File: src/hw/rtl/sflp_pkg.sv
// Package: payload types, parser phases, error codes and start-line constants.
`default_nettype none

package sflp_pkg;

    localparam int LEN_W = 12;

    typedef struct packed {
        logic [7:0] msg_byte;
        logic       line_start;
        logic       buffer_end;
    } sflp_in_t;

    typedef struct packed {
        logic             is_request;
        logic [3:0]       method_code;
        logic [9:0]       status_code;
        logic [LEN_W-1:0] reason_length;
        logic [LEN_W-1:0] uri_length;
        logic [LEN_W-1:0] line_length;
        logic [3:0]       error_code;
    } sflp_out_t;

    typedef enum logic [3:0] {
        PH_IDLE     = 4'd0,
        PH_HEAD     = 4'd1,
        PH_SVER     = 4'd2,
        PH_CODE     = 4'd3,
        PH_CODE_BAD = 4'd4,
        PH_REASON   = 4'd5,
        PH_RLF      = 4'd6,
        PH_URI      = 4'd7,
        PH_QVER     = 4'd8
    } phase_t;

    typedef enum logic [3:0] {
        ERR_OK          = 4'd0,
        ERR_CR_METHOD   = 4'd1,
        ERR_UNKNOWN     = 4'd2,
        ERR_VERSION     = 4'd3,
        ERR_NO_SP       = 4'd4,
        ERR_NON_DIGIT   = 4'd5,
        ERR_CODE_RANGE  = 4'd6,
        ERR_CR_NO_LF    = 4'd7,
        ERR_TRUNCATED   = 4'd8
    } err_t;

    // parser control state carried between the top level and the step logic
    typedef struct packed {
        phase_t     phase;
        logic [3:0] match_index;
        logic [9:0] code_acc;
        logic       request_flag;
        logic [3:0] method_result;
    } sflp_ctl_t;

    localparam int          METHOD_CNT = 9;
    localparam int          NAME_MAX   = 9;
    localparam logic [7:0]  CH_SP      = 8'h20;
    localparam logic [7:0]  CH_CR      = 8'h0d;
    localparam logic [7:0]  CH_LF      = 8'h0a;
    localparam logic [7:0]  CH_ZERO    = 8'h30;
    localparam logic [7:0]  CH_NINE    = 8'h39;
    localparam logic [9:0]  CODE_MIN   = 10'd100;
    localparam logic [9:0]  CODE_END   = 10'd700;

    // first character in the top byte
    localparam logic [63:0] STATUS_VER = "SIP/2.0 ";
    localparam logic [71:0] REQ_VER    = {"SIP/2.0", 8'h0d, 8'h0a};

    localparam logic [71:0] METHOD_NAME [METHOD_CNT] = '{
        {"ACK",      48'h0},
        {"BYE",      48'h0},
        {"CANCEL",   24'h0},
        {"INVITE",   24'h0},
        {"MESSAGE",  16'h0},
        {"NOTIFY",   24'h0},
        {"OPTIONS",  16'h0},
        {"REGISTER",  8'h0},
        "SUBSCRIBE"
    };

    localparam logic [3:0] METHOD_LEN [METHOD_CNT] = '{
        4'd3, 4'd3, 4'd6, 4'd6, 4'd7, 4'd6, 4'd7, 4'd8, 4'd9
    };

    function automatic logic [7:0] status_ver_byte(input logic [2:0] i);
        return STATUS_VER[8*(7-int'(i)) +: 8];
    endfunction

    function automatic logic [7:0] req_ver_byte(input logic [3:0] i);
        logic [7:0] b;
        b = 8'h00;
        if (i < 4'd9) begin
            b = REQ_VER[8*(8-int'(i)) +: 8];
        end
        return b;
    endfunction

    function automatic logic [7:0] method_char(input int k, input int i);
        return METHOD_NAME[k][8*(8-i) +: 8];
    endfunction

endpackage

`default_nettype wire

File: src/hw/rtl/sip_first_line_parser_core.sv
// Top level of the SIP start-line parser: input register, parser state, result register.
//
// Usage: message bytes enter on the s_ channel, one byte per transfer, with
// line_start on the first byte of each message and buffer_end on the last
// byte available. Each message yields exactly one result on the m_ channel:
// on success, at the first error, or at buffer end. Bytes after that result
// are dropped until the next line_start.
// Path: a byte accepted into the input register is parsed by the step logic
// from there; its result (if any) is loaded into the output register, which
// drives m_valid, when the byte advances.
// Throughput: one byte per cycle while no result is blocked; each byte needs
// one pass through the compare/count logic between the input register and the state registers.
// Stall: the output register holds a result while m_ready is low; the input
// register keeps taking bytes, and the parser keeps consuming bytes that
// produce no result. s_ready drops only when a byte that would produce a
// result waits behind an untaken result.
// Reset: aresetn (synchronous, active low) empties both registers and puts
// the parser in idle, waiting for a line_start byte.
`default_nettype none

module sip_first_line_parser_core #(
    parameter int LENGTH_LIMIT = 4095
) (
    input  logic                 aclk,
    input  logic                 aresetn,
    input  logic                 s_valid,
    output logic                 s_ready,
    input  sflp_pkg::sflp_in_t   s_item,
    output logic                 m_valid,
    input  logic                 m_ready,
    output sflp_pkg::sflp_out_t  m_item
);
    import sflp_pkg::*;

    localparam int CNT_W = $clog2(LENGTH_LIMIT + 1);

    logic             in_vld_reg;
    sflp_in_t         in_item_reg;
    sflp_ctl_t        ctl_reg;
    sflp_ctl_t        ctl_next;
    logic [CNT_W-1:0] reason_cnt_reg, reason_cnt_next;
    logic [CNT_W-1:0] uri_cnt_reg, uri_cnt_next;
    logic [CNT_W-1:0] byte_cnt_reg, byte_cnt_next;
    logic [8:0][7:0]  method_bytes_reg;
    logic             mb_we;
    logic [3:0]       mb_idx;
    logic             emit;
    sflp_out_t        result;
    logic             out_vld_reg;
    sflp_out_t        out_reg;
    logic             advance;

    sflp_step #(
        .LENGTH_LIMIT (LENGTH_LIMIT),
        .CNT_W        (CNT_W)
    ) u_step (
        .item_i         (in_item_reg),
        .ctl_i          (ctl_reg),
        .reason_cnt_i   (reason_cnt_reg),
        .uri_cnt_i      (uri_cnt_reg),
        .byte_cnt_i     (byte_cnt_reg),
        .method_bytes_i (method_bytes_reg),
        .ctl_o          (ctl_next),
        .reason_cnt_o   (reason_cnt_next),
        .uri_cnt_o      (uri_cnt_next),
        .byte_cnt_o     (byte_cnt_next),
        .mb_we_o        (mb_we),
        .mb_idx_o       (mb_idx),
        .emit_o         (emit),
        .result_o       (result)
    );

    // a byte that produces no result never waits on the output side
    assign advance = in_vld_reg && (!emit || !out_vld_reg || m_ready);
    assign s_ready = !in_vld_reg || advance;
    assign m_valid = out_vld_reg;
    assign m_item  = out_reg;

    always_ff @(posedge aclk) begin
        if (!aresetn) begin
            in_vld_reg     <= 1'b0;
            out_vld_reg    <= 1'b0;
            ctl_reg        <= '{phase: PH_IDLE, default: '0};
            reason_cnt_reg <= '0;
            uri_cnt_reg    <= '0;
            byte_cnt_reg   <= '0;
        end else begin
            if (s_ready) begin
                in_vld_reg <= s_valid;
            end
            if (advance) begin
                ctl_reg        <= ctl_next;
                reason_cnt_reg <= reason_cnt_next;
                uri_cnt_reg    <= uri_cnt_next;
                byte_cnt_reg   <= byte_cnt_next;
            end
            if (advance && emit) begin
                out_vld_reg <= 1'b1;
            end else if (m_ready) begin
                out_vld_reg <= 1'b0;
            end
        end
    end

    // payload registers, no reset
    always_ff @(posedge aclk) begin
        if (s_ready) begin
            in_item_reg <= s_item;
        end
        if (advance && emit) begin
            out_reg <= result;
        end
        if (advance && mb_we && mb_idx < 4'd9) begin
            method_bytes_reg[mb_idx] <= in_item_reg.msg_byte;
        end
    end

    a_idle_after_result: assert property (@(posedge aclk) disable iff (!aresetn)
        advance && emit |=> ctl_reg.phase == PH_IDLE)
        else $error("parser not idle after a result transfer");

    a_ready_low_cause: assert property (@(posedge aclk) disable iff (!aresetn)
        !s_ready |-> in_vld_reg && emit && out_vld_reg && !m_ready)
        else $error("input stalled without a blocked result");

    a_status_code_range: assert property (@(posedge aclk) disable iff (!aresetn)
        m_valid && !m_item.is_request && m_item.error_code == ERR_OK
        |-> m_item.status_code >= CODE_MIN && m_item.status_code < CODE_END)
        else $error("accepted status line with code out of range");

    a_match_index_bound: assert property (@(posedge aclk) disable iff (!aresetn)
        ctl_reg.match_index <= 4'd10)
        else $error("match index out of bounds");

endmodule

`default_nettype wire

File: src/hw/rtl/sflp_step.sv
// Start-line parser next-state and result logic for one message byte.
`default_nettype none

module sflp_step #(
    parameter int LENGTH_LIMIT = 4095,
    parameter int CNT_W        = $clog2(LENGTH_LIMIT + 1)
) (
    input  sflp_pkg::sflp_in_t         item_i,
    input  sflp_pkg::sflp_ctl_t        ctl_i,
    input  logic [CNT_W-1:0]           reason_cnt_i,
    input  logic [CNT_W-1:0]           uri_cnt_i,
    input  logic [CNT_W-1:0]           byte_cnt_i,
    input  logic [8:0][7:0]            method_bytes_i,
    output sflp_pkg::sflp_ctl_t        ctl_o,
    output logic [CNT_W-1:0]           reason_cnt_o,
    output logic [CNT_W-1:0]           uri_cnt_o,
    output logic [CNT_W-1:0]           byte_cnt_o,
    output logic                       mb_we_o,
    output logic [3:0]                 mb_idx_o,
    output logic                       emit_o,
    output sflp_pkg::sflp_out_t        result_o
);
    import sflp_pkg::*;

    localparam logic [CNT_W-1:0] LIMIT = CNT_W'(LENGTH_LIMIT);

    function automatic logic [CNT_W-1:0] sat_inc(input logic [CNT_W-1:0] v);
        return (v < LIMIT) ? v + CNT_W'(1) : LIMIT;
    endfunction

    sflp_ctl_t        cur;
    sflp_ctl_t        nxt;
    logic [CNT_W-1:0] rc, uc, bc;
    logic [CNT_W-1:0] rn, un, bn;
    logic [7:0]       b;
    logic             meth_hit;
    logic [3:0]       meth_idx;
    logic             emit;
    logic             stop;
    logic             take_req;
    err_t             err;
    logic [13:0]      acc_mul;

    assign b = item_i.msg_byte;

    // a line-start byte restarts from the cleared state
    always_comb begin
        cur = ctl_i;
        rc  = reason_cnt_i;
        uc  = uri_cnt_i;
        bc  = byte_cnt_i;
        if (item_i.line_start) begin
            cur.phase         = PH_HEAD;
            cur.match_index   = '0;
            cur.code_acc      = '0;
            cur.request_flag  = 1'b0;
            cur.method_result = '0;
            rc = '0;
            uc = '0;
            bc = '0;
        end
    end

    // method token lookup over the stored bytes, length = match_index
    always_comb begin
        logic hit;
        meth_hit = 1'b0;
        meth_idx = '0;
        for (int k = METHOD_CNT - 1; k >= 0; k--) begin
            hit = (cur.match_index == METHOD_LEN[k]);
            for (int i = 0; i < NAME_MAX; i++) begin
                if (4'(i) < METHOD_LEN[k] && method_bytes_i[i] != method_char(k, i)) begin
                    hit = 1'b0;
                end
            end
            if (hit) begin
                meth_hit = 1'b1;
                meth_idx = 4'(k);
            end
        end
    end

    assign acc_mul = {1'b0, cur.code_acc, 3'b000} + {3'b000, cur.code_acc, 1'b0}
                     + {10'd0, b[3:0]};

    always_comb begin
        nxt      = cur;
        rn       = rc;
        un       = uc;
        bn       = bc;
        emit     = 1'b0;
        stop     = 1'b0;
        err      = ERR_OK;
        mb_we_o  = 1'b0;
        take_req = 1'b0;
        if (cur.phase != PH_IDLE) begin
            bn = sat_inc(bc);
            unique case (cur.phase) inside
                PH_HEAD: begin
                    take_req = 1'b1;
                    if (!cur.request_flag && cur.match_index < 4'd3) begin
                        if (b == status_ver_byte(cur.match_index[2:0])) begin
                            mb_we_o         = 1'b1;
                            nxt.match_index = cur.match_index + 4'd1;
                            if (cur.match_index == 4'd2) begin
                                nxt.phase = PH_SVER;
                            end
                            take_req = 1'b0;
                        end else begin
                            nxt.request_flag = 1'b1;
                        end
                    end
                    if (take_req) begin
                        if (b == CH_SP) begin
                            if (!meth_hit) begin
                                emit = 1'b1;
                                err  = ERR_UNKNOWN;
                            end else begin
                                nxt.method_result = meth_idx;
                                nxt.phase         = PH_URI;
                            end
                        end else if (b == CH_CR) begin
                            emit = 1'b1;
                            err  = ERR_CR_METHOD;
                        end else begin
                            if (cur.match_index < 4'd9) begin
                                mb_we_o = 1'b1;
                            end
                            if (cur.match_index < 4'd10) begin
                                nxt.match_index = cur.match_index + 4'd1;
                            end
                        end
                    end
                end
                PH_SVER: begin
                    if (cur.match_index >= 4'd8
                        || b != status_ver_byte(cur.match_index[2:0])) begin
                        emit = 1'b1;
                        err  = ERR_VERSION;
                    end else if (cur.match_index == 4'd7) begin
                        nxt.phase       = PH_CODE;
                        nxt.match_index = '0;
                        nxt.code_acc    = '0;
                    end else begin
                        nxt.match_index = cur.match_index + 4'd1;
                    end
                end
                PH_CODE, PH_CODE_BAD: begin
                    if (cur.match_index < 4'd3) begin
                        if (b >= CH_ZERO && b <= CH_NINE) begin
                            nxt.code_acc = acc_mul[9:0];
                        end else begin
                            nxt.phase = PH_CODE_BAD;
                        end
                        nxt.match_index = cur.match_index + 4'd1;
                    end else if (b != CH_SP) begin
                        emit = 1'b1;
                        err  = ERR_NO_SP;
                    end else if (cur.phase == PH_CODE_BAD) begin
                        emit = 1'b1;
                        err  = ERR_NON_DIGIT;
                    end else if (cur.code_acc < CODE_MIN || cur.code_acc >= CODE_END) begin
                        emit = 1'b1;
                        err  = ERR_CODE_RANGE;
                    end else begin
                        nxt.phase = PH_REASON;
                    end
                end
                PH_REASON: begin
                    if (b == CH_CR) begin
                        nxt.phase = PH_RLF;
                    end else begin
                        rn = sat_inc(rc);
                    end
                end
                PH_RLF: begin
                    emit = 1'b1;
                    err  = (b == CH_LF) ? ERR_OK : ERR_CR_NO_LF;
                end
                PH_URI: begin
                    if (b == CH_SP) begin
                        nxt.phase       = PH_QVER;
                        nxt.match_index = '0;
                    end else if (b == CH_CR) begin
                        emit = 1'b1;
                        err  = ERR_VERSION;
                    end else begin
                        un = sat_inc(uc);
                    end
                end
                PH_QVER: begin
                    if (cur.match_index >= 4'd9 || b != req_ver_byte(cur.match_index)) begin
                        emit = 1'b1;
                        err  = ERR_VERSION;
                    end else begin
                        nxt.match_index = cur.match_index + 4'd1;
                        if (cur.match_index == 4'd8) begin
                            emit = 1'b1;
                            err  = ERR_OK;
                        end
                    end
                end
                default: begin
                    nxt.phase = PH_IDLE;
                    stop      = 1'b1;
                end
            endcase
            // end of buffer: a status line inside its reason phrase is complete, any other line is truncated
            if (!emit && !stop && item_i.buffer_end) begin
                emit = 1'b1;
                err  = (nxt.phase == PH_REASON) ? ERR_OK : ERR_TRUNCATED;
            end
        end
        if (emit) begin
            nxt.phase = PH_IDLE;
        end
    end

    assign ctl_o        = nxt;
    assign reason_cnt_o = rn;
    assign uri_cnt_o    = un;
    assign byte_cnt_o   = bn;
    assign mb_idx_o     = cur.match_index;
    assign emit_o       = emit;

    always_comb begin
        result_o.is_request    = nxt.request_flag;
        result_o.method_code   = nxt.request_flag ? nxt.method_result : 4'd0;
        result_o.status_code   = (err == ERR_OK && !nxt.request_flag) ? nxt.code_acc : 10'd0;
        result_o.reason_length = LEN_W'(rn);
        result_o.uri_length    = LEN_W'(un);
        result_o.line_length   = LEN_W'(bn);
        result_o.error_code    = err;
    end

endmodule

`default_nettype wire
File: config.mk
export PLATFORM = sky130hd
export DESIGN_NAME = sip_first_line_parser_core
export DESIGN_NICKNAME = d
export VERILOG_FILES = /design/src/hw/rtl/sflp_pkg.sv /design/src/hw/rtl/sip_first_line_parser_core.sv /design/src/hw/rtl/sflp_step.sv
export SDC_FILE = /design/constraint.sdc
export NUM_CORES = 1
export LEC_CHECK = 0
export BUFFER_PORTS_ARGS = -buffer_cell sky130_fd_sc_hd__buf_2
export CAP_MARGIN = 40
export CORE_MARGIN = 2
export CORE_UTILIZATION = 45
export DETAILED_ROUTE_END_ITERATION = 12
export GPL_TIMING_DRIVEN = 0
export PLACE_DENSITY = 0.58
export SLEW_MARGIN = 10
export SYNTH_ARGS = -nofsm -noshare
export SYNTH_HDL_FRONTEND = slang
export SYNTH_SLANG_ARGS = --single-unit
File: constraint.sdc
create_clock -name aclk -period 25.9 [get_ports aclk]
set_input_delay 1.295 -clock aclk [delete_from_list [all_inputs] [get_ports aclk]]
set_output_delay 1.295 -clock aclk [all_outputs]
set_load 0.005 [all_outputs]
; ---- Yosys cells after proc, flatten, opt, wreduce, memory -nomap -nowiden
; Cells that the tools add are included.
[classes]
n_bitwise = 0
div_mod_pow = 0
mul = 0
mux = 178
magnitude_cmp = 14
eq_ne = 70
n_addsub = 8
shifts = 2
n_reduce_logical = 29
[op_table]
columns = cell, n
row1 = $ne A8 B7 Y1 const B, 48
row2 = $mux W12, 14
row3 = $mux W4, 37
row4 = $mux W1, 98
row5 = $bwmux W72, 1
row6 = $shiftx A72 B32 Y8 const A, 1
row7 = $mux W8, 8
row8 = $shiftx A64 B32 Y8 const A, 1
row9 = $pmux W4 S6, 2
row10 = $mux W23, 2
row11 = $add A12 B1 Y12 const B, 3
row12 = $lt A12 B12 Y1 const B, 3
row13 = $demux W8 S4, 1
row14 = $eq A4 B3 Y1 const B, 7
row15 = $mux W10, 2
row16 = $pmux W10 S2, 1
row17 = $pmux W4 S5, 1
row18 = $mux W18, 1
row19 = $eq A4 B2 Y1 const B, 4
row20 = $eq A8 B4 Y1 const B, 2
row21 = $ne A8 B8 Y1, 2
row22 = $mux W14, 1
row23 = $eq A4 B4 Y1 const B, 3
row24 = $add A10 B10 Y10, 1
row25 = other kinds (29), 57
[word_totals]
mem_bits_ro = 0
inputBits = 14
reg_bits = 198
word_cells = 330
mem_bits_rw = 0
mem_count = 0
latch_bits = 0
output_inout_bits = 57

; ---- Logic depth before layout (Yosys ltp)
; Gate-level depths: netlist (run 1).
[depth]
depth_word = 36
mapped_depth = 21

; ---- Cells and area by module
; Synthesis (run 1) repeated with hierarchy kept, for this count alone.
[hier_totals]
hier_cells = 1106
hier_area_um2 = 11136.9
[by_module_without_submodules]
columns = mod, n_inst, area_each_um2, seq_area_each_um2, cells_per_inst
row1 = sip_first_line_parser_core, 1, 6648.9, 5335.1, 421
row2 = sflp_step, 1, 4488.1, 0.0, 685

; ---- Worst setup path before layout (run 1)
; OpenSTA, ideal clock, no wires.
[synth_timing]
path_type = reg2reg
start = register in_item_reg[1] in the netlist's numbering
end = register out_reg, in the netlist m_item[0] (enable)
path_slack_ns = 17.795
stages_incl_launch_ff = 18
n_path_buf = 7
t_arrival_ns = 7.570
setup_time_ns = 0.535
synth_period_minus_slack_ns = 8.105
cell_sequence = edfxtp_1 > buf_2 > clkbuf_1 > clkbuf_1 > clkbuf_1 > clkbuf_1 > clkbuf_1 > nor2b_1 > ha_1 > clkbuf_1 > nor2b_1 > a31oi_1 > o211ai_1 > a2111oi_0 > o21bai_1 > o211ai_2 > a2111oi_4 > nor3_1
[synth_between]
elab_chain_cells = 35
[synth_rtl]
columns = element, line_no
row1 = from (decl), sip_first_line_parser_core.sv:38  ; sflp_in_t in_item_reg;
row2 = from (signal assigned), sip_first_line_parser_core.sv:108  ; in_item_reg <= s_item;
row3 = $mux W23 *, sflp_step.sv:52  ; if (item_i.line_start) begin
row4 = $eq A4 B4 Y1, sflp_step.sv:70  ; hit = (cur.match_index == METHOD_LEN[k]);
row5 = $mux W1 (9 in series), sflp_step.sv:72  ; if (4'(i) < METHOD_LEN[k] && method_bytes_i[i] != method_char(k, i)) begin
row6 = $mux W1 (9 in series), sflp_step.sv:76  ; if (hit) begin
row7 = $mux W1, sflp_step.sv:115  ; if (!meth_hit) begin
row8 = $mux W1, sflp_step.sv:114  ; if (b == CH_SP) begin
row9 = $mux W1, sflp_step.sv:113  ; if (take_req) begin
row10 = $pmux W1 S6, sflp_step.sv:98  ; unique case (cur.phase) inside
row11 = $mux W1, sflp_step.sv:96  ; if (cur.phase != PH_IDLE) begin
row12 = $logic_not A1 Y1, sflp_step.sv:209  ; if (!emit && !stop && item_i.buffer_end) begin
row13 = $logic_and A1 B1 Y1 (2 in series), sflp_step.sv:209
row14 = $mux W1, sflp_step.sv:209
row15 = $mux W1 *, sflp_step.sv:96
row16 = $logic_not A1 Y1, sip_first_line_parser_core.sv:74  ; assign advance = in_vld_reg && (!emit || !out_vld_reg || m_ready);
row17 = $logic_or A1 B1 Y1 (2 in series), sip_first_line_parser_core.sv:74
row18 = $logic_and A1 B1 Y1, sip_first_line_parser_core.sv:74
row19 = $logic_and A1 B1 Y1 *, sip_first_line_parser_core.sv:110  ; if (advance && emit) begin
row20 = to (signal assigned), sip_first_line_parser_core.sv:111  ; out_reg <= result;
row21 = to (decl), sip_first_line_parser_core.sv:50  ; sflp_out_t out_reg;
; Every way passes the cells marked *; elsewhere a longest branch is shown, timed or not. The select of a mux whose other input is x is not followed.
; A chain may end at the register's enable or synchronous reset.

; ---- Worst setup path after layout (run 1)
[layout_timing]
start = register in_item_reg[1] in the netlist's numbering
end = output s_ready
[layout_between]
elab_chain_cells = 35
[layout_rtl]
columns = element, line_no
row1 = $mux W23 *, sflp_step.sv:52
row2 = $eq A4 B4 Y1, sflp_step.sv:70
row3 = $mux W1 (9 in series), sflp_step.sv:72
row4 = $mux W1 (9 in series), sflp_step.sv:76
row5 = $mux W1, sflp_step.sv:115
row6 = $mux W1, sflp_step.sv:114
row7 = $mux W1, sflp_step.sv:113
row8 = $pmux W1 S6, sflp_step.sv:98
row9 = $mux W1, sflp_step.sv:96
row10 = $logic_not A1 Y1, sflp_step.sv:209
row11 = $logic_and A1 B1 Y1 (2 in series), sflp_step.sv:209
row12 = $mux W1, sflp_step.sv:209
row13 = $mux W1 *, sflp_step.sv:96
row14 = $logic_not A1 Y1 *, sip_first_line_parser_core.sv:74
row15 = $logic_or A1 B1 Y1 * (2 in series), sip_first_line_parser_core.sv:74
row16 = $logic_and A1 B1 Y1 *, sip_first_line_parser_core.sv:74
row17 = $logic_or A1 B1 Y1 *, sip_first_line_parser_core.sv:75  ; assign s_ready = !in_vld_reg || advance;
row18 = to (decl), sip_first_line_parser_core.sv:27  ; output logic s_ready,
; Marked as above.

==> metrics.md, run 1 <==
| Metric | Value |
|---|---|
| Outcome | complete, no violations |
| Mux contribution to synthesized area | ~4.8% |
| Clock period minus worst slack | approximately 9100 ps |
| Ratio of cells with drive above 1 in the final layout | 12.7% |
| 1st-iter DRT viols | 606 |
| Peak VDD IR | 0.0428 mV |
| Final Instance Area | 12200 µm² |
| Syn Inst Count | 1058 |
| EDFF count, synth | between 100 and 150 |
| Initial antenna violation count | 0 |
| Total Nets Final | between 1000 and 1500 |
| Max Cap Violations | 0 |
| Area share of fa/ha/maj cells after synthesis | 3.27% |
| Vias per inst | 5.87 |
| Required time worst endpoint | between 20000 and 25000 ps |
| GR Overflow Total | 0 |
| Fin. Hold Viols | 0 |
| Clock power share | roughly 40% |
| CTS tree | done |
| Largest family of logic cells by synthesized area | simple AND/OR/NAND/NOR gates |
| Clock root buffer master | clkbuf_16 |
| XOR/XNOR share of the synthesized area | ~3.5% |
| Post-Syn Area per Cell | 10.2 µm² |
| Worst hold slack | roughly 460 ps |
| Io pins | 71 |
| Placement Cell Area | 11600 µm² |
| Setup WS pre-CTS | 17370 ps |
| Switching part of the total | 26.3% |
| Initial core utilization | a little under half |
| TritonCTS Sinks | 198 |
| Synth cell count leaders | 163 x nand2_1, 137 x edfxtp_1, 61 x dfxtp_1, 57 x nor2_1, 45 x mux2i_1 |
| Hold worst-path end | reason_cnt_reg[1]$_SDFFE_PN0N_ |
| Clock Latency Late Sink | 450 ps |
| Drc violations | 0 |
| Warnings, synthesis | 0 |
| Synth unique cells | 81 |
| Area growth syn-to-layout | 13.1% |
| Int Power | 486 µW |
| Post_cts resized | 0 |
| Predominant post-synthesis flop cell | edfxtp_1 |
| Post-DR wirelength/cell | 20.7 µm |
| GRT Resource Usage Total | 24.6% |
| Final Worst Setup Slack | 16830 ps |
| Postcts setup bufs | 0 |
| Setup crit end kind | output pin |
| Post-CTS Hold Fix Bufs | 0 |
| Sw power | 173 µW |
| DIE WIDTH | approximately 160 µm |
| CTS clk-pin slew, worst paths | roughly 80 ps |
| R2r worst-path depth | 20 |
| Crit start category | flop |
| Final Util | 51.9% |
| Number of global-route vias before repair | about 8600 |
| CP Class | flop to output pin |
| First-pass GRT wire length | 48600 µm |
| I/O Buffers | 69 |
| Synthesized flop and latch total | 198 |
| DP Cell Count | 1457 |
| Core Region | 23500 µm² |
| Pre-Repair DR Iteration Count | 5 |
| Flop-to-flop setup slack | 17670 ps |
| Worst r2r src | in_item_reg[1]$_DFFE_PP_ |
| Final setup TNS | 0 ps |
| Post-synth top area share | 38.2% |
| Comb power frac | 6.8% |
| Largest register FFs | 72 |
| CP Max Fanout | 12 |
| Simple-Gate Fraction of Synth Area | 24.3% |
| Die area | about 25000 µm² |
| Pin count of the biggest net entering global routing | 22 |
| H-tree Lvls | 4 |
| Reg-to-Reg End | method_bytes_reg[57]$_DFFE_PP_ |
| Hold depth | 2 |
| Setup Skew | ~17 ps |
| Min-delay src | reason_cnt_reg[1]$_SDFFE_PN0N_ |
| RSZ-0062 raised after global routing | false |
| Post-synthesis async set-or-reset flop share | 0% |
| Setup violators final | 0 |
| Post-synth net total | 1099 |
| Post-synthesis cell area | approximately 11000 µm² |
| Sequential share of power | 52.5% |
| Antenna violation net count after detailed routing | 0 |
| WP data arrival | 7770 ps |
| DP HPWL | 22600 µm |
| Count leader, synth | nand2_1 |
| Vias | 8743 |
| Clock tree buffer depth | 2 |
| PwrDens | 54.1 nW/µm² |
| Total wire length | about 31000 µm |
| Num rows | 56 |
| Compound-Gate Fraction of Synth Area | 11.4% |
| Max Transition Viols Final | 0 |
| GPL Wtd Cong | just over 0.9 |
| CTS Buf Count | 17 |
| Fillcell total | 2173 |
| Layout Cells excl Fill | 1489 |
| Pleak | 4.23 nW |
| Yosys top cell by area | edfxtp_1 |
| Register area share after synthesis | between 40% and 50% |
| Crit share post-route | 35.0% |
| Hold WC Path Type | flop to flop |
| Max-slew headroom | 34.5% |
| Final total power | 660 µW |
| Slew @ Worst Pin | 969 ps |
| Antenna cells | 0 |
| Area contributors post-synth | edfxtp_1 38%, dfxtp_1 11%, nand2_1 5.7%, mux2i_1 4.2%, ha_1 2.9% |
| Die H | 159 µm |
| Fmax | 0.110 GHz |
[placed cells by master, fill, tap and decap left out, types with 31 or more instances in the layout]
cell type / count
dfxtp_1: 61
nor2b_1: 35
nor2_1: 57
a21oi_1: 33
nor3_1: 31
buf_2: 78
mux2i_1: 45
clkbuf_1: 37
edfxtp_1: 137
nand4_1: 36
nand2_1: 163
[power by group through the flow]
stage | combinational, mW | sequential, mW | clock (mW)
2_1_floorplan | 0.0291 | 0.351 | 0
3_5_place_dp | 0.0442 | 0.354 | 0
6_report | 0.0446 | 0.346 | 0.269
4_1_cts | 0.0444 | 0.346 | 0.273
3_3_place_gp | 0.0436 | 0.354 | 0
5_1_grt | 0.0484 | 0.347 | 0.284
[area by class of cell]
class / instances / area (µm²) / share of cell area (%)
clock buffers: 17 / 425 / 3.49
well taps: 319 / 399 / 3.27
plain buffers: 50 / 238 / 1.95
clock inverters: 15 / 165 / 1.35
flip-flops and latches: 198 / 5340 / 43.8
inverters: 29 / 109 / 0.893
repair buffers: 80 / 420 / 3.45
multi-input cells: 781 / 5100 / 41.8
[layer usage]
metal	share of wire (%)	wire [µm]	vias to the layer above	GRT usage [%]
met2	45	13900	310	38.6
li1	-	-	4154	-
met3	5.7	1760	50	3.71
met5	0	0	-	0
met1	47	14500	4229	35.1
met4	2.3	693	0	8.09
[kinds of logic (layout without fill, tap and decap cells)]
kind of cell / count (synthesis) / count (layout)
DFF: 198 / 198
adders and majority gates: 27 / 27
AOI/OAI and AO/OA: 173 / 173
and+or+nand+nor: 487 / 487
buffers and inverters: 79 / 191
muxes: 51 / 51
xor gates and xnor gates: 43 / 43
[worst max-delay path: stages, from the launching register on]
cell	delay, ps
edfxtp_1	360
buf_2	230
clkbuf_1	540
clkbuf_1	610
clkbuf_1	660
clkbuf_1	570
clkbuf_1	570
nor2b_1	150
ha_1	390
clkbuf_1	400
nor2_1	100
a21oi_1	240
mux2i_1	130
mux2_1	340
nor4_2	320
o211ai_2	280
a2111o_1	460
buf_2	210
nand3_1	500
buf_2	230
[worst max-delay path by stage]
stage / startpoint / end / slack (ps) / cells past startpoint
after floorplan: in_item_reg[1]$_DFFE_PP_ / m_item[0]$_DFFE_PP_ / 17790 / 17
after global placement: in_item_reg[1]$_DFFE_PP_ / m_item[31]$_DFFE_PP_ / 13800 / 17
after detailed placement: in_item_reg[1]$_DFFE_PP_ / s_ready / 17370 / 19
after CTS: in_item_reg[1]$_DFFE_PP_ / s_ready / 16840 / 19
after global routing: in_item_reg[1]$_DFFE_PP_ / s_ready / 16550 / 19
final: in_item_reg[1]$_DFFE_PP_ / s_ready / 16830 / 19
No activity file was read; power rests on OpenSTA's default activity.
==> run 2: changes to the inputs <==
PLACE_DENSITY = 0.61   (was 0.58)
clock period = 8.1 ns   (was 25.9 ns; I/O delays follow)
==> run 2 against run 1 <==
  * Total power grew to 3.2 times the previous value
  * Via count shrank 0.17%
  * Final cell count decreased by 0.34%
  * Clock skew grew 2.0 ps
  * Non-clock buffer count shrank 5
  * Die area did not move
  * Sequential power rose to 3.2 times the previous value
  * Clock-buffer cell count did not move
  * Utilization rose by 0.053 points
  * Global-route usage shrank 0.75 points
  * Critical endpoint is now method_bytes_reg[56]$_DFFE_PP_
==> metrics.md, run 2 (synthesis results as in run 1) <==
| Metric | Value |
|---|---|
| Total wire length | 29700 µm (was 30800 µm) |
| Pin count of the biggest net entering global routing | 22 (unchanged) |
| Ratio of cells with drive above 1 in the final layout | 12.7% (about the same) |
| Initial antenna violation count | 0 (unchanged) |
| Most Frequent Cell on Critical Path | clkbuf_1 (unchanged) |
| CP top delay family | buffers and inverters (unchanged) |
| Antenna cells | 0 (unchanged) |
| CP Class | flop to flop (was flop to output pin) |
| CTS clk-pin slew, worst paths | 80 ps (about the same) |
| GR Overflow Total | 0 (unchanged) |
| CP Buf/Inv Count | 8 (was 9) |
| Commonest non-fill, non-tap cells in the layout | 163 x nand2_1, 137 x edfxtp_1, 77 x buf_2 (was 163 x nand2_1, 137 x edfxtp_1, 78 x buf_2) |
| Die H | 159 µm (unchanged) |
| Final Util | 52.0% (was 51.9%) |
| Slew @ Worst Pin | 897 ps (was 969 ps) |
| Fillcell total | 2135 (was 2173) |
| Vias per inst | 5.88 (was 5.87) |
| Setup Skew | 19.0 ps (was 17.0 ps) |
| H-tree Lvls | 4 (unchanged) |
| Io pins | 71 (unchanged) |
| Max Transition Viols Final | 0 (unchanged) |
| Setup violators final | 0 (unchanged) |
| Final Instance Area | 12200 µm² (about the same) |
| RSZ-0062 raised after global routing | false (unchanged) |
| Max Cap Violations | 0 (unchanged) |
| DIE WIDTH | 159 µm (unchanged) |
| Setup WS pre-CTS | 154 ps (was 17370 ps) |
| Hold WC Path Type | primary input to flop (was flop to flop) |
| CTS tree | done (unchanged) |
| Fmax | 0.135 GHz |
| Total Nets Final | 1193 (was 1198) |
| PwrDens | 174 nW/µm² (was 54.1 nW/µm²) |
| Crit-path max cell delay | 790 ps (was 660 ps) |
| GRT Resource Usage Total | 23.9% (was 24.6%) |
| Max-slew headroom | 40.1% (was 34.5%) |
| First-pass GRT wire length | 47700 µm (was 48600 µm) |
| Placement Cell Area | 11600 µm² (about the same) |
| Pre-Repair DR Iteration Count | 5 (unchanged) |
| Clock period minus worst slack | 7420 ps |
| Crit share post-route | about 90% |
| Final setup TNS | 0 ps (unchanged) |
| Initial core utilization | 45.9% (unchanged) |
| Required time worst endpoint | 8240 ps (was 24600 ps) |
| Pleak | 4.23 nW (about the same) |
| Post-DR wirelength/cell | 20.0 µm (was 20.7 µm) |
| Most common cell after layout, fill and taps aside | nand2_1 (unchanged) |
| Peak VDD IR | 0.103 mV (was 0.0428 mV) |
| I/O Buffers | 69 (unchanged) |
| Post-CTS Hold Fix Bufs | 0 (unchanged) |
| 1st-iter DRT viols | 753 (was 606) |
| CP Max Fanout | 19 (was 12) |
| TritonCTS Sinks | 198 (unchanged) |
| Final Worst Setup Slack | 678 ps (was 16830 ps) |
| DP HPWL | 21500 µm (was 22600 µm) |
| Clock Latency Late Sink | 450 ps (about the same) |
| Vias | 8728 (was 8743) |
| Crit start category | flop (unchanged) |
| CP Cell Sequence | buf_2 -> clkbuf_1 -> clkbuf_1 -> clkbuf_2 -> clkbuf_1 -> nor2b_1 -> ha_1 -> clkbuf_1 -> nor2_1 -> a21oi_1 -> mux2i_1 -> mux2_1 -> nor4_2 -> o211ai_2 -> a2111oi_4 -> o21ai_2 -> buf_2 -> nor3_1 -> buf_2 (was buf_2 -> clkbuf_1 -> clkbuf_1 -> clkbuf_1 -> clkbuf_1 -> clkbuf_1 -> nor2b_1 -> ha_1 -> clkbuf_1 -> nor2_1 -> a21oi_1 -> mux2i_1 -> mux2_1 -> nor4_2 -> o211ai_2 -> a2111o_1 -> buf_2 -> nand3_1 -> buf_2) |
| Area growth syn-to-layout | 13.3% (was 13.1%) |
| Drc violations | 0 (unchanged) |
| Max stage delay cell, worst path | a2111oi_4 (was clkbuf_1) |
| Die area | 25200 µm² (unchanged) |
| Antenna violation net count after detailed routing | 0 (unchanged) |
| Num rows | 56 (unchanged) |
| CTS Buf Count | 17 (unchanged) |
| Clock tree buffer depth | 2 (unchanged) |
| Worst hold slack | 132 ps (was 461 ps) |
| Clock root buffer master | clkbuf_16 (unchanged) |
| Setup crit end kind | flop (was output pin) |
| Fin. Hold Viols | 0 (unchanged) |
| GPL Wtd Cong | 0.933 (was 0.927) |
| Outcome | complete, no violations (unchanged) |
| Core Region | 23500 µm² (unchanged) |
| Largest register FFs | 72 (unchanged) |
| WP data arrival | 7570 ps (was 7770 ps) |
| Number of global-route vias before repair | 8514 (was 8556) |
run 2: metrics by stage:
step | instances | power [mW]
2_1_floorplan | 1058 | 1.22
3_3_place_gp | 1446 | 1.27
3_5_place_dp | 1452 | 1.27
4_1_cts | 1484 | 2.13
5_1_grt | 1484 | 2.18
6_report | 1484 | 2.12
run 2: layer usage:
metal | routed length, µm | up-vias | GRT usage, % | part of all wire (%)
li1 | - | 4141 | - | -
met1 | 13900 | 4190 | 34.0 | 47
met2 | 13300 | 348 | 37.1 | 45
met3 | 1840 | 49 | 4.55 | 6.2
met4 | 671 | 0 | 7.13 | 2.3
met5 | 0 | - | 0 | 0
run 2: final cells by class:
cell class,instances,area [µm²],area share [%]
Sequential cell,198,5340,43.7
Multi-Input combinational cell,781,5100,41.8
Clock buffer,17,425,3.49
Timing Repair Buffer,76,415,3.40
Tap cell,319,399,3.27
Buffer,49,235,1.93
Clock inverter,15,179,1.47
Inverter,29,109,0.892
run 2: report_power, final:
part	leakage [nW]	total [mW]	switching, mW	internal, mW
Combinational	2.24	0.142	0.0931	0.0488
Sequential	1.70	1.11	0.0168	1.09
Clock	0.291	0.870	0.450	0.420
run 2: worst register-to-register path, delay by kind of cell, from the launching register on:
| kind | cells | cell delay [ps] |
|---|---|---|
| buffers and inverters | 8 | 3430 |
| AO/OA/AOI/OAI | 4 | 1590 |
| AND/OR/NAND/NOR | 4 | 890 |
| multiplexers | 2 | 460 |
| adder cells (fa/ha/maj) | 1 | 390 |
| flip-flops | 1 | 350 |
run 2: final timing paths:
path,start,to,slack (ps),cells past startpoint
max reg2reg,in_item_reg[1]$_DFFE_PP_,method_bytes_reg[56]$_DFFE_PP_,680,19
min,s_item[0],in_item_reg[0]$_DFFE_PP_,130,1
max,in_item_reg[1]$_DFFE_PP_,method_bytes_reg[56]$_DFFE_PP_,680,19
min reg2reg,byte_cnt_reg[1]$_SDFFE_PN0N_,byte_cnt_reg[1]$_SDFFE_PN0N_,460,2
run 2: what timing repair did:
action,CTS,global route
setup buffers,0,0
setup endpoints to repair,0,73
gates resized for setup,0,2
